==> src/rtl/udsdid_pkg.sv <==
// Package: request and response item types, sequencer control store and slot table.
package udsdid_pkg;

    typedef struct packed {
        logic [7:0] service_id;
        logic [7:0] req_byte1;
        logic [7:0] req_byte2;
        logic [7:0] req_byte3;
        logic [7:0] req_byte4;
    } t_req;

    typedef struct packed {
        logic [7:0] tx_byte;
        logic       frame_last;
        logic [2:0] action;
        logic       no_frame;
    } t_rsp;

    localparam int unsigned TABLE_MAX = 16;
    localparam int unsigned UPC_W     = 5;
    localparam int unsigned POS_W     = 4;

    localparam logic [7:0] SID_ECU_RESET  = 8'h11;
    localparam logic [7:0] SID_CLEAR_DIAG = 8'h14;
    localparam logic [7:0] SID_READ_DTC   = 8'h19;
    localparam logic [7:0] SID_READ_DID   = 8'h22;
    localparam logic [7:0] SID_WRITE_DID  = 8'h2E;

    localparam logic [7:0] NRC_SERVICE = 8'h11;
    localparam logic [7:0] NRC_SUBFUNC = 8'h12;
    localparam logic [7:0] NRC_RANGE   = 8'h31;

    localparam logic [7:0] SUBF_SOFT      = 8'h02;
    localparam logic [7:0] SUBF_DTC_MASK  = 8'h02;
    localparam logic [7:0] POS_OFFSET     = 8'h40;
    localparam logic [7:0] NEG_HEADER     = 8'h7F;
    localparam logic [7:0] TERMINATOR     = 8'h0D;
    localparam logic [POS_W-1:0] PAD_END_POS = 4'd9;

    localparam logic [2:0] ACT_NONE    = 3'd0;
    localparam logic [2:0] ACT_DUTY    = 3'd1;
    localparam logic [2:0] ACT_FREQ    = 3'd2;
    localparam logic [2:0] ACT_RLY_IN  = 3'd3;
    localparam logic [2:0] ACT_RLY_OUT = 3'd4;
    localparam logic [2:0] ACT_CLEAR   = 3'd5;
    localparam logic [2:0] ACT_DTC     = 3'd6;
    localparam logic [2:0] ACT_RESET   = 3'd7;

    typedef enum logic [3:0] {
        SEL_ZERO = 4'd0,
        SEL_HDR  = 4'd1,
        SEL_NEG  = 4'd2,
        SEL_SID  = 4'd3,
        SEL_B1   = 4'd4,
        SEL_B2   = 4'd5,
        SEL_NRC  = 4'd6,
        SEL_LO   = 4'd7,
        SEL_HI   = 4'd8,
        SEL_SUM  = 4'd9,
        SEL_CR   = 4'd10
    } t_sel;

    typedef enum logic [1:0] {
        JMP_SEQ  = 2'd0,
        JMP_GOTO = 2'd1,
        JMP_PAD  = 2'd2
    } t_jmp;

    typedef struct packed {
        t_sel             sel;
        logic             last;
        logic             no_frame;
        logic             done;
        t_jmp             jmp;
        logic [UPC_W-1:0] target;
    } t_uop;

    localparam logic [UPC_W-1:0] UA_ECU   = 5'd0;
    localparam logic [UPC_W-1:0] UA_PAD   = 5'd2;
    localparam logic [UPC_W-1:0] UA_CLEAR = 5'd5;
    localparam logic [UPC_W-1:0] UA_READ  = 5'd6;
    localparam logic [UPC_W-1:0] UA_WRITE = 5'd11;
    localparam logic [UPC_W-1:0] UA_NEG   = 5'd14;
    localparam logic [UPC_W-1:0] UA_DTC   = 5'd17;
    localparam logic [UPC_W-1:0] UA_LAST  = 5'd17;

    function automatic t_uop mk(t_sel s, logic l, logic nf, logic d, t_jmp j,
                                logic [UPC_W-1:0] t);
        t_uop u;
        u.sel = s; u.last = l; u.no_frame = nf; u.done = d; u.jmp = j; u.target = t;
        return u;
    endfunction

    function automatic t_uop uop_rom(logic [UPC_W-1:0] a);
        t_uop u;
        case (a)
            5'd0:    u = mk(SEL_HDR,  1'b0, 1'b0, 1'b0, JMP_SEQ,  '0);
            5'd1:    u = mk(SEL_B1,   1'b0, 1'b0, 1'b0, JMP_GOTO, UA_PAD);
            5'd2:    u = mk(SEL_ZERO, 1'b0, 1'b0, 1'b0, JMP_PAD,  '0);
            5'd3:    u = mk(SEL_SUM,  1'b0, 1'b0, 1'b0, JMP_SEQ,  '0);
            5'd4:    u = mk(SEL_CR,   1'b1, 1'b0, 1'b1, JMP_SEQ,  '0);
            5'd5:    u = mk(SEL_HDR,  1'b0, 1'b0, 1'b0, JMP_GOTO, UA_PAD);
            5'd6:    u = mk(SEL_HDR,  1'b0, 1'b0, 1'b0, JMP_SEQ,  '0);
            5'd7:    u = mk(SEL_B1,   1'b0, 1'b0, 1'b0, JMP_SEQ,  '0);
            5'd8:    u = mk(SEL_B2,   1'b0, 1'b0, 1'b0, JMP_SEQ,  '0);
            5'd9:    u = mk(SEL_LO,   1'b0, 1'b0, 1'b0, JMP_SEQ,  '0);
            5'd10:   u = mk(SEL_HI,   1'b0, 1'b0, 1'b0, JMP_GOTO, UA_PAD);
            5'd11:   u = mk(SEL_HDR,  1'b0, 1'b0, 1'b0, JMP_SEQ,  '0);
            5'd12:   u = mk(SEL_B1,   1'b0, 1'b0, 1'b0, JMP_SEQ,  '0);
            5'd13:   u = mk(SEL_B2,   1'b0, 1'b0, 1'b0, JMP_GOTO, UA_PAD);
            5'd14:   u = mk(SEL_NEG,  1'b0, 1'b0, 1'b0, JMP_SEQ,  '0);
            5'd15:   u = mk(SEL_SID,  1'b0, 1'b0, 1'b0, JMP_SEQ,  '0);
            5'd16:   u = mk(SEL_NRC,  1'b0, 1'b0, 1'b0, JMP_GOTO, UA_PAD);
            5'd17:   u = mk(SEL_ZERO, 1'b1, 1'b1, 1'b1, JMP_SEQ,  '0);
            default: u = mk(SEL_ZERO, 1'b1, 1'b0, 1'b1, JMP_SEQ,  '0);
        endcase
        return u;
    endfunction

    function automatic logic [15:0] slot_ident(logic [3:0] i);
        logic [15:0] r;
        if (i < 4'd10) begin
            r = 16'h0100 + {12'd0, i};
        end else begin
            r = 16'h0110 + {12'd0, i - 4'd10};
        end
        return r;
    endfunction

    function automatic logic slot_wide(logic [3:0] i);
        return (i == 4'd0) || (i == 4'd1);
    endfunction

    function automatic logic [2:0] slot_action(logic [3:0] i);
        logic [2:0] r;
        case (i)
            4'd0:    r = ACT_DUTY;
            4'd1:    r = ACT_FREQ;
            4'd4:    r = ACT_RLY_IN;
            4'd5:    r = ACT_RLY_OUT;
            default: r = ACT_NONE;
        endcase
        return r;
    endfunction

endpackage

==> src/rtl/uds_did_request_handler.sv <==
// Diagnostic read/write-by-identifier server: decoder, slot store and microcoded frame emitter.
// Usage:
//   Request channel: i_req_valid / o_req_ready carry one item (service id and four bytes).
//   Response channel: o_rsp_valid / i_rsp_ready carry frame bytes, one item per byte.
//   Each request yields a twelve-byte frame (header, data, zero padding, modulo-256
//   checksum, 0x0D terminator) or, for a DTC report, a single no_frame item.
//   The request is decoded and any slot write is done in the accept cycle; the
//   first byte is registered into the output register at the sequencer's first
//   step, then one byte per cycle while the receiver takes them. A new request
//   is taken the cycle after the last step of a frame (or DTC report) issues.
//   The byte rate is set by the single byte-wide output register fed by the
//   microcode step counter: one control word, one byte.
//   When the receiver stalls, the sequencer holds its step and the output byte.
//   Reset clears all identifier slots to zero and empties the sequencer and
//   output register.
//   NUM_IDS (1..16) sets how many identifier slots exist.
module uds_did_request_handler #(
    parameter int unsigned NUM_IDS = 11
) (
    input  logic               i_clk,
    input  logic               i_rst_n,
    input  logic               i_req_valid,
    output logic               o_req_ready,
    input  udsdid_pkg::t_req   i_req,
    output logic               o_rsp_valid,
    input  logic               i_rsp_ready,
    output udsdid_pkg::t_rsp   o_rsp
);

    localparam int unsigned SLOT_W = (NUM_IDS > 1) ? $clog2(NUM_IDS) : 1;

    logic [15:0]                   r_store [NUM_IDS];
    logic                          r_busy;
    logic [udsdid_pkg::UPC_W-1:0]  r_pc;
    logic [udsdid_pkg::POS_W-1:0]  r_pos;
    logic [7:0]                    r_sum;
    logic [7:0]                    r_sid;
    logic [7:0]                    r_b1;
    logic [7:0]                    r_b2;
    logic [7:0]                    r_nrc;
    logic [2:0]                    r_act;
    logic [SLOT_W-1:0]             r_slot;
    logic                          r_wide;
    logic                          r_out_valid;
    udsdid_pkg::t_rsp              r_out;

    logic                          req_acc;
    logic                          step;
    logic                          found;
    logic [SLOT_W-1:0]             hit_idx;
    logic                          hit_wide;
    logic [2:0]                    hit_act;
    logic [udsdid_pkg::UPC_W-1:0]  n_pc;
    logic [7:0]                    n_nrc;
    logic [2:0]                    n_act;
    logic                          do_write;
    logic [15:0]                   wr_val;
    udsdid_pkg::t_uop              uop;
    logic [7:0]                    cur_byte;
    logic [15:0]                   cur_val;
    logic [udsdid_pkg::UPC_W-1:0]  n_step_pc;

    function automatic logic slot_hit(int i, logic [15:0] ident);
        return udsdid_pkg::slot_ident(4'(i)) == ident;
    endfunction

    assign o_req_ready = !r_busy;
    assign req_acc     = i_req_valid && o_req_ready;
    assign step        = r_busy && (!r_out_valid || i_rsp_ready);
    assign o_rsp_valid = r_out_valid;
    assign o_rsp       = r_out;

    // identifier lookup
    always_comb begin
        found    = 1'b0;
        hit_idx  = '0;
        for (int i = 0; i < NUM_IDS; i++) begin
            if (slot_hit(i, {i_req.req_byte1, i_req.req_byte2})) begin
                found   = 1'b1;
                hit_idx = SLOT_W'(i);
            end
        end
        hit_wide = udsdid_pkg::slot_wide(4'(hit_idx));
        hit_act  = udsdid_pkg::slot_action(4'(hit_idx));
    end

    // request decode: entry point, NRC, action
    always_comb begin
        n_pc     = udsdid_pkg::UA_NEG;
        n_nrc    = udsdid_pkg::NRC_SERVICE;
        n_act    = udsdid_pkg::ACT_NONE;
        do_write = 1'b0;
        case (i_req.service_id)
            udsdid_pkg::SID_ECU_RESET: begin
                if (i_req.req_byte1 == udsdid_pkg::SUBF_SOFT) begin
                    n_pc  = udsdid_pkg::UA_ECU;
                    n_act = udsdid_pkg::ACT_RESET;
                end else begin
                    n_nrc = udsdid_pkg::NRC_SUBFUNC;
                end
            end
            udsdid_pkg::SID_CLEAR_DIAG: begin
                n_pc  = udsdid_pkg::UA_CLEAR;
                n_act = udsdid_pkg::ACT_CLEAR;
            end
            udsdid_pkg::SID_READ_DTC: begin
                if (i_req.req_byte1 == udsdid_pkg::SUBF_DTC_MASK) begin
                    n_pc  = udsdid_pkg::UA_DTC;
                    n_act = udsdid_pkg::ACT_DTC;
                end else begin
                    n_nrc = udsdid_pkg::NRC_SUBFUNC;
                end
            end
            udsdid_pkg::SID_READ_DID: begin
                if (found) begin
                    n_pc = udsdid_pkg::UA_READ;
                end else begin
                    n_nrc = udsdid_pkg::NRC_RANGE;
                end
            end
            udsdid_pkg::SID_WRITE_DID: begin
                if (found) begin
                    n_pc     = udsdid_pkg::UA_WRITE;
                    n_act    = hit_act;
                    do_write = 1'b1;
                end else begin
                    n_nrc = udsdid_pkg::NRC_RANGE;
                end
            end
            default: begin
                n_nrc = udsdid_pkg::NRC_SERVICE;
            end
        endcase
        wr_val = hit_wide ? {i_req.req_byte4, i_req.req_byte3} : {8'd0, i_req.req_byte3};
    end

    // datapath byte select and next step
    always_comb begin
        uop     = udsdid_pkg::uop_rom(r_pc);
        cur_val = r_store[r_slot];
        case (uop.sel)
            udsdid_pkg::SEL_ZERO: cur_byte = 8'd0;
            udsdid_pkg::SEL_HDR:  cur_byte = 8'(r_sid + udsdid_pkg::POS_OFFSET);
            udsdid_pkg::SEL_NEG:  cur_byte = udsdid_pkg::NEG_HEADER;
            udsdid_pkg::SEL_SID:  cur_byte = r_sid;
            udsdid_pkg::SEL_B1:   cur_byte = r_b1;
            udsdid_pkg::SEL_B2:   cur_byte = r_b2;
            udsdid_pkg::SEL_NRC:  cur_byte = r_nrc;
            udsdid_pkg::SEL_LO:   cur_byte = cur_val[7:0];
            udsdid_pkg::SEL_HI:   cur_byte = r_wide ? cur_val[15:8] : 8'd0;
            udsdid_pkg::SEL_SUM:  cur_byte = r_sum;
            udsdid_pkg::SEL_CR:   cur_byte = udsdid_pkg::TERMINATOR;
            default:              cur_byte = 8'd0;
        endcase
        case (uop.jmp)
            udsdid_pkg::JMP_SEQ:  n_step_pc = r_pc + 1'b1;
            udsdid_pkg::JMP_GOTO: n_step_pc = uop.target;
            udsdid_pkg::JMP_PAD:  n_step_pc = (r_pos == udsdid_pkg::PAD_END_POS) ?
                                              r_pc + 1'b1 : r_pc;
            default:              n_step_pc = r_pc + 1'b1;
        endcase
    end

    always_ff @(posedge i_clk) begin
        if (!i_rst_n) begin
            r_busy      <= 1'b0;
            r_pc        <= '0;
            r_pos       <= '0;
            r_out_valid <= 1'b0;
            for (int i = 0; i < NUM_IDS; i++) begin
                r_store[i] <= '0;
            end
        end else begin
            if (req_acc) begin
                r_busy <= 1'b1;
                r_pc   <= n_pc;
                r_pos  <= '0;
                if (do_write) begin
                    r_store[hit_idx] <= wr_val;
                end
            end else if (step) begin
                r_pc  <= n_step_pc;
                r_pos <= r_pos + 1'b1;
                if (uop.done) begin
                    r_busy <= 1'b0;
                end
            end
            if (step) begin
                r_out_valid <= 1'b1;
            end else if (i_rsp_ready) begin
                r_out_valid <= 1'b0;
            end
        end
    end

    always_ff @(posedge i_clk) begin
        if (req_acc) begin
            r_sid  <= i_req.service_id;
            r_b1   <= i_req.req_byte1;
            r_b2   <= i_req.req_byte2;
            r_nrc  <= n_nrc;
            r_act  <= n_act;
            r_slot <= hit_idx;
            r_wide <= hit_wide;
            r_sum  <= '0;
        end else if (step) begin
            r_sum <= r_sum + cur_byte;
        end
        if (step) begin
            r_out.tx_byte    <= cur_byte;
            r_out.frame_last <= uop.last;
            r_out.action     <= r_act;
            r_out.no_frame   <= uop.no_frame;
        end
    end

    a_pc_range: assert property (@(posedge i_clk) disable iff (!i_rst_n)
        r_busy |-> (r_pc <= udsdid_pkg::UA_LAST))
        else $error("sequencer step out of control store");

    a_pos_range: assert property (@(posedge i_clk) disable iff (!i_rst_n)
        r_busy |-> (r_pos < 4'd12))
        else $error("frame longer than twelve bytes");

    a_acc_busy: assert property (@(posedge i_clk) disable iff (!i_rst_n)
        req_acc |=> r_busy)
        else $error("accepted item not in progress");

    a_term: assert property (@(posedge i_clk) disable iff (!i_rst_n)
        (o_rsp_valid && o_rsp.frame_last && !o_rsp.no_frame) |->
            (o_rsp.tx_byte == udsdid_pkg::TERMINATOR))
        else $error("frame end without terminator");

    a_noframe: assert property (@(posedge i_clk) disable iff (!i_rst_n)
        (o_rsp_valid && o_rsp.no_frame) |-> o_rsp.frame_last)
        else $error("no_frame item not marked last");

endmodule
==> config.mk <==
export PLATFORM = sky130hd
export DESIGN_NAME = uds_did_request_handler
export DESIGN_NICKNAME = d
export VERILOG_FILES = /design/src/rtl/udsdid_pkg.sv /design/src/rtl/uds_did_request_handler.sv
export SDC_FILE = /design/constraint.sdc
export NUM_CORES = 1
export LEC_CHECK = 0
export BUFFER_PORTS_ARGS = -buffer_cell sky130_fd_sc_hd__buf_2
export CAP_MARGIN = 20
export CELL_PAD_IN_SITES_DETAIL_PLACEMENT = 0
export CELL_PAD_IN_SITES_GLOBAL_PLACEMENT = 2
export CORE_MARGIN = 4
export CORE_UTILIZATION = 46
export DETAILED_ROUTE_END_ITERATION = 7
export PLACE_DENSITY = 0.9
export RECOVER_POWER = 25
export SLEW_MARGIN = 40
export SYNTH_ARGS = -nofsm -noshare
export SYNTH_HDL_FRONTEND = slang
export SYNTH_SLANG_ARGS = --single-unit
==> constraint.sdc <==
create_clock -name i_clk -period 4.8 [get_ports i_clk]
set_input_delay 0 -clock i_clk [delete_from_list [all_inputs] [get_ports i_clk]]
set_output_delay 0 -clock i_clk [all_outputs]
set_load 0.005 [all_outputs]
# [Yosys cells after proc, flatten, opt, wreduce, memory -nomap -nowiden]
# Memories as Yosys holds them, arrays and structs flattened. A register that Yosys moved wholly into a read port is not among the register bits.
# Cells that the tools add are included.
[totals] mem_bits_rw=176 n_memories=2 in_bits=44 word_cells=132 latchBits=0 romBits=320 reg_bits=72 output_inout_bits=15
[op_classes] div=0 shifts=0 magnitude_cmp=0 multipliers=0 n_mux=59 bitwise=1 add_sub_neg=4 reduce_logical=16 eq_ne=34
[memory_table] name="(no name shown)" depth=32 word_bits=10 rd=1 rd_clocked_by_memory_dff=1 write_ports=0 line="udsdid_pkg.sv:96" text="case (a)"
[memory_table] name="r_store" depth=11 word_bits=16 rd=1 rd_clocked_by_memory_dff=1 write_ports=11 line="uds_did_request_handler.sv:32" text="logic [15:0] r_store [NUM_IDS];"
[op_table] operator="9-bit by 16-bit equality test with 1-bit output, first input constant" count=11
[op_table] operator="8-bit one-hot mux with 10 select lines" count=1
[op_table] operator="4-bit 2-to-1 mux" count=13
[op_table] operator="16-bit 2-to-1 mux" count=2
[op_table] operator="5-bit 2-to-1 mux" count=6
[op_table] operator="1-bit 2-to-1 mux" count=25
[op_table] operator="5-bit one-hot mux with 5 select lines" count=1
[op_table] operator="4-bit by 3-bit equality test with 1-bit output, second input constant" count=6
[op_table] operator="8-bit by 5-bit equality test with 1-bit output, second input constant" count=3
[op_table] operator="3-bit one-hot mux with 4 select lines" count=2
[op_table] operator="4-bit equality test, second input constant" count=4
[op_table] operator="8-bit by 6-bit equality test with 1-bit output, second input constant" count=2
[op_table] operator="16-bit OR reduction" count=1
[op_table] operator="3-bit 2-to-1 mux" count=4
[op_table] operator="6-bit one-hot mux with 2 select lines" count=1
[op_table] operator="5-bit one-hot mux with 2 select lines" count=1
[op_table] operator="8-bit by 7-bit adder with 8-bit output, second input constant" count=1
[op_table] operator="8-bit adder" count=1
[op_table] operator="4-bit by 1-bit equality test with 1-bit output, second input constant" count=2
[op_table] operator="4-bit by 2-bit equality test with 1-bit output, second input constant" count=2
[op_table] operator="8-bit by 2-bit equality test with 1-bit output, second input constant" count=1
[op_table] operator="8-bit 2-to-1 mux" count=1
[op_table] operator="6-bit 2-to-1 mux" count=1
[op_table] operator="2-bit nonzero test" count=3
[op_table] operator="13 further kinds" count=19

# [Logic depth before layout (Yosys ltp)]
[logic_depth] ltp_word=20 mapped_depth=18 ltp_nobuf=16

# [Worst setup path before layout]
# Ideal clock, no wire load.
[synth_path] path_type="reg-to-reg" from="reg with a tool-made name" to="reg r_sum[7]" setup_ps=128 path_slack_ps=1256 arrival_time_ps=3416 t_required_ps=4672 path_buffers=2 path_stages_with_launch=16 synth_period_minus_slack_ps=3544 path_cell_list="dfxtp_1 > buf_6 > buf_4 > mux4_2 > mux4_2 > nand2_1 > and3_1 > inv_1 > ha_1 > a21o_1 > a21oi_1 > o22ai_1 > o41ai_1 > xor2_1 > o211ai_1 > o31ai_1"
[synth_lines] element="end signal: assignment" line="uds_did_request_handler.sv:207" text="r_sum <= r_sum + cur_byte;"
[synth_lines] element="end: declaration" line="uds_did_request_handler.sv:36" text="logic [7:0] r_sum;"

# [Final worst setup path]
[layout_path] from="reg r_busy" to="reg, netlist name uop[12]"
[layout_via] elab_chain_len=6 word_cells_on_any_way=9 classes_between="1 x eq/ne; 3 x mux; 5 x reduce/logical"
[layout_rtl] element="start: declaration" line="uds_did_request_handler.sv:33" text="logic r_busy;"
[layout_rtl] element="start signal: assignment" line="uds_did_request_handler.sv:166" text="r_busy <= 1'b0;"
[layout_rtl] element="start signal: assignment" line="uds_did_request_handler.sv:175" text="r_busy <= 1'b1;"
[layout_rtl] element="start signal: assignment" line="uds_did_request_handler.sv:185" text="r_busy <= 1'b0;"
[layout_rtl] element="1-bit zero test" line="uds_did_request_handler.sv:67" text="assign o_req_ready = !r_busy;"
[layout_rtl] element="1-bit logical AND" line="uds_did_request_handler.sv:68" text="assign req_acc = i_req_valid && o_req_ready;"
[layout_rtl] element="3-bit inequality test (no source line) / 2-bit nonzero test (equally long branches)"
[layout_rtl] element="2-bit AND reduction (no source line)"
[layout_rtl] element="5-bit 2-to-1 mux (no source line) * (2 in series)"
# Mark *: on every way between the ends. The rest lies on a longest branch, timed or not.
# A chain may end at the register's enable or synchronous reset.

==> metrics.cfg <==
[place]
port_buffers=58
gp_congestion=0.825
pre_cts_ws_ns=0.539
dp.cells=1515
hpwl_microns=22300

[routing]
wl_per_cell_microns=21.2
wl_microns=34400
drc=0
ant_nets=0
drt-initial-drc-count=737
vias=8765
drt_first_pass_iters=5
vias_per_cell=5.40

[setup_path]
worstPathRequired_ns=5.16
cp-startpoint=r_busy
critical_path.top_delay_family=buffers and inverters
arrival_ns=4.47
slowest_delay_ns=0.93
worstPathCellList=nand2b_1 > buf_4 > clkinv_1 > clkbuf_1 > nor2_1 > o31ai_2 > nand2_1 > ha_1 > nor2b_1 > a41o_1 > a311oi_1 > o22ai_1
crit_buf_inv=3
crit_type=reg -> reg
reg2reg_from=r_busy
start_kind=flip-flop
cpMaxStageDelayCell=clkbuf_1
path_max_fanout=24
cp-end-kind=flip-flop

[global_routing]
grt-ovfl-total=0
grt_pass1_vias=9012
grtUsageTotal=0.206
grt_max_degree=44
antenna_found_initial=0
grt_pass1_wl_microns=53300

[cts]
post_cts_resized=0
cts.sinks=335
cts_hold_buffers=42
clk_pin_slew_ns=0.06
cts_htree_levels=2
insertion_delay_ns=0.52
cts-root-to-sink-buffers=3
postCtsSetupBuffers=0
cts.root.buffer_cell=clkbuf_16
cts_tree=yes
cts_made_buffers=36

[run]
cap_violations=1

[synth]
synth_area_sq_um=14500
synth_async_sr_flop_share=0
synth-seq-cells=335
synth.avg_cell_area_sq_um=15.4
yosysSeqAreaShare=0.661
synth_compound_area_frac=0.0507
synthDistinctLibCells=81
synth_warnings=0
muxShareOfSynthArea=0.134
synthAdderAreaFrac=0.0152
synth_top_family_by_area=multiplexers
yosys.area_share.simple=0.108
synthXorXnorAreaFrac=0.00543
synth_edf_count=288
synth_ff_type=edfxtp_1
netlist_instances=944

[status]
status=complete, but fails checks
violations=capacitance limit, slew limit

[layout]
fin_util=0.562
nets=1261
drive_gt1_frac=0.164
diodes=0
instances_no_fill=1622
syn2layout_area_growth_pct=19.5

[power_and_ir_drop]
switching_power_uw=1690
powerDensity_nw_per_um2=400
swShare=0.243
ir_drop_uv=268
comb_power_share=0.125
total_power_uw=6940
seq_power_share=0.500
pwr-share-clk=0.375
p_int_uw=5260
p_leak_uw=0.00653

[floorplan]
coreArea_sq_um=30800
num_rows=64
die_area_sq_um=34400
die_x_microns=186
io_pins=59
initial_utilization=0.471
die-height_microns=186

[sta]
slew_headroom=-0.0157
fin_ws_ns=0.684
fmax_ghz=0.243
slew_violations=22
setup_violations=0
period_needed_ns=4.12
finalClockSkew_ns=0.0219
rsz0062_at_grt=no
tightest_slew_ns=1.52
post-route-period-util=0.857
finalSetupTns_ns=0
hold_violations=0

[hold_path]
hold_start=i_rst_n
hold_class=in -> reg

[worst reg2reg max path, stage by stage, from the launching register on]
cell and delay (ns):
dfxtp_1 0.34, nand2b_1 0.15, buf_4 0.20, clkinv_1 0.09
clkbuf_1 0.93, nor2_1 0.37, o31ai_2 0.48, nand2_1 0.25
ha_1 0.35, nor2b_1 0.15, a41o_1 0.23, a311oi_1 0.26
o22ai_1 0.17
[final timing paths]
path                    to  slack, ns  cells past startpoint
setup / recovery   uop[12]       0.68                     12
hold / removal      r_busy       0.04                      3
setup reg to reg   uop[12]       0.68                     12
hold reg to reg   o_rsp[0]       0.41                      0
[logic make-up after synthesis]
logic type               Yosys count
flip-flops                       335
AND/OR/NAND/NOR                  300
AO/OA/AOI/OAI                    103
multiplexers                      98
buffers and inverters             81
adder cells (fa/ha/maj)           17
XOR/XNOR                           9
other                              1
[stage by stage]
stage               hold slack (ns)  cell area, sq um
floorplan                    0.0989             15000
global placement              0.196             15800
detailed placement            0.196             15900
CTS                          0.0220             17400
global route                 0.0500             17300
finish                       0.0357             17300
[cell usage after synthesis (5+ instances only)]
cell / count / share of area
a21oi_1: 23 / 0.0079
nand3_1: 11 / 0.0038
buf_2: 9 / 0.0031
and2_1: 35 / 0.015
mux4_2: 76 / 0.12
mux2i_1: 17 / 0.012
clkbuf_1: 20 / 0.0052
dfxtp_1: 47 / 0.065
ha_1: 16 / 0.014
o21ai_0: 18 / 0.0062
xnor2_1: 5 / 0.0030
mux2_2: 5 / 0.0039
a221oi_1: 5 / 0.0030
o22ai_1: 6 / 0.0026
nor2b_1: 11 / 0.0047
o31ai_1: 7 / 0.0036
and3_1: 37 / 0.016
nor2_1: 75 / 0.019
nor3_1: 11 / 0.0038
edfxtp_1: 288 / 0.60
buf_4: 7 / 0.0036
a211oi_1: 6 / 0.0031
nand2_1: 68 / 0.018
inv_1: 35 / 0.0091
a22oi_1: 7 / 0.0036
nand2b_1: 13 / 0.0056
[routing by layer]
layer	global-route usage	vias to the layer above	wire, microns
met5	0	-	0
met4	0.0595	0	1040
met3	0.0342	69	2280
met2	0.341	332	16500
met1	0.284	4333	14700
li1	-	4031	-
[flip-flops by register name, indices dropped and copies added, names as in the netlist, named ones only]
signal,cells
r_store,256
o_rsp,13
r_b1,8
r_b2,8
r_sid,8
r_sum,8
uop,8
r_pc,5
r_pos,4
r_slot,4
r_act,3
r_nrc,3
o_rsp_valid,1
r_busy,1
r_wide,1
[layout make-up]
type	instances	area [sq um]
Sequential cell	335	9590
Tap cell	396	495
Multi-Input combinational cell	663	5100
Clock inverter	15	110
Clock buffer	49	1000
Timing Repair Buffer	128	901
Inverter	36	135
Fill cell	2482	13500
[cell usage in the layout (no fill, tap or decap), types with 6 or more instances in the layout]
master / instances
dlygate4sd3_1: 42
buf_2: 24
o22ai_1: 6
buf_4: 21
mux2i_1: 17
nor3_1: 11
a211oi_1: 6
nand2b_1: 13
edfxtp_1: 288
nand2_1: 67
nor2b_1: 11
o21ai_0: 16
a21oi_1: 22
nand3_1: 11
nor2_1: 75
conb_1: 136
ha_1: 16
a22oi_1: 7
and3_1: 37
clkbuf_16: 38
and2_1: 35
inv_1: 34
dfxtp_1: 45
clkbuf_1: 48
clkinv_1: 8
mux4_2: 76
[power groups by stage]
stage / clock (uW) / sequential, uW / combinational [uW]
final: 2610 / 3470 / 865
after CTS: 2660 / 3480 / 863
after floorplan: 0 / 3470 / 624
after global placement: 0 / 3540 / 828
after detailed placement: 0 / 3540 / 834
after global routing: 2770 / 3490 / 968
Power figures use the tool's default switching activity.
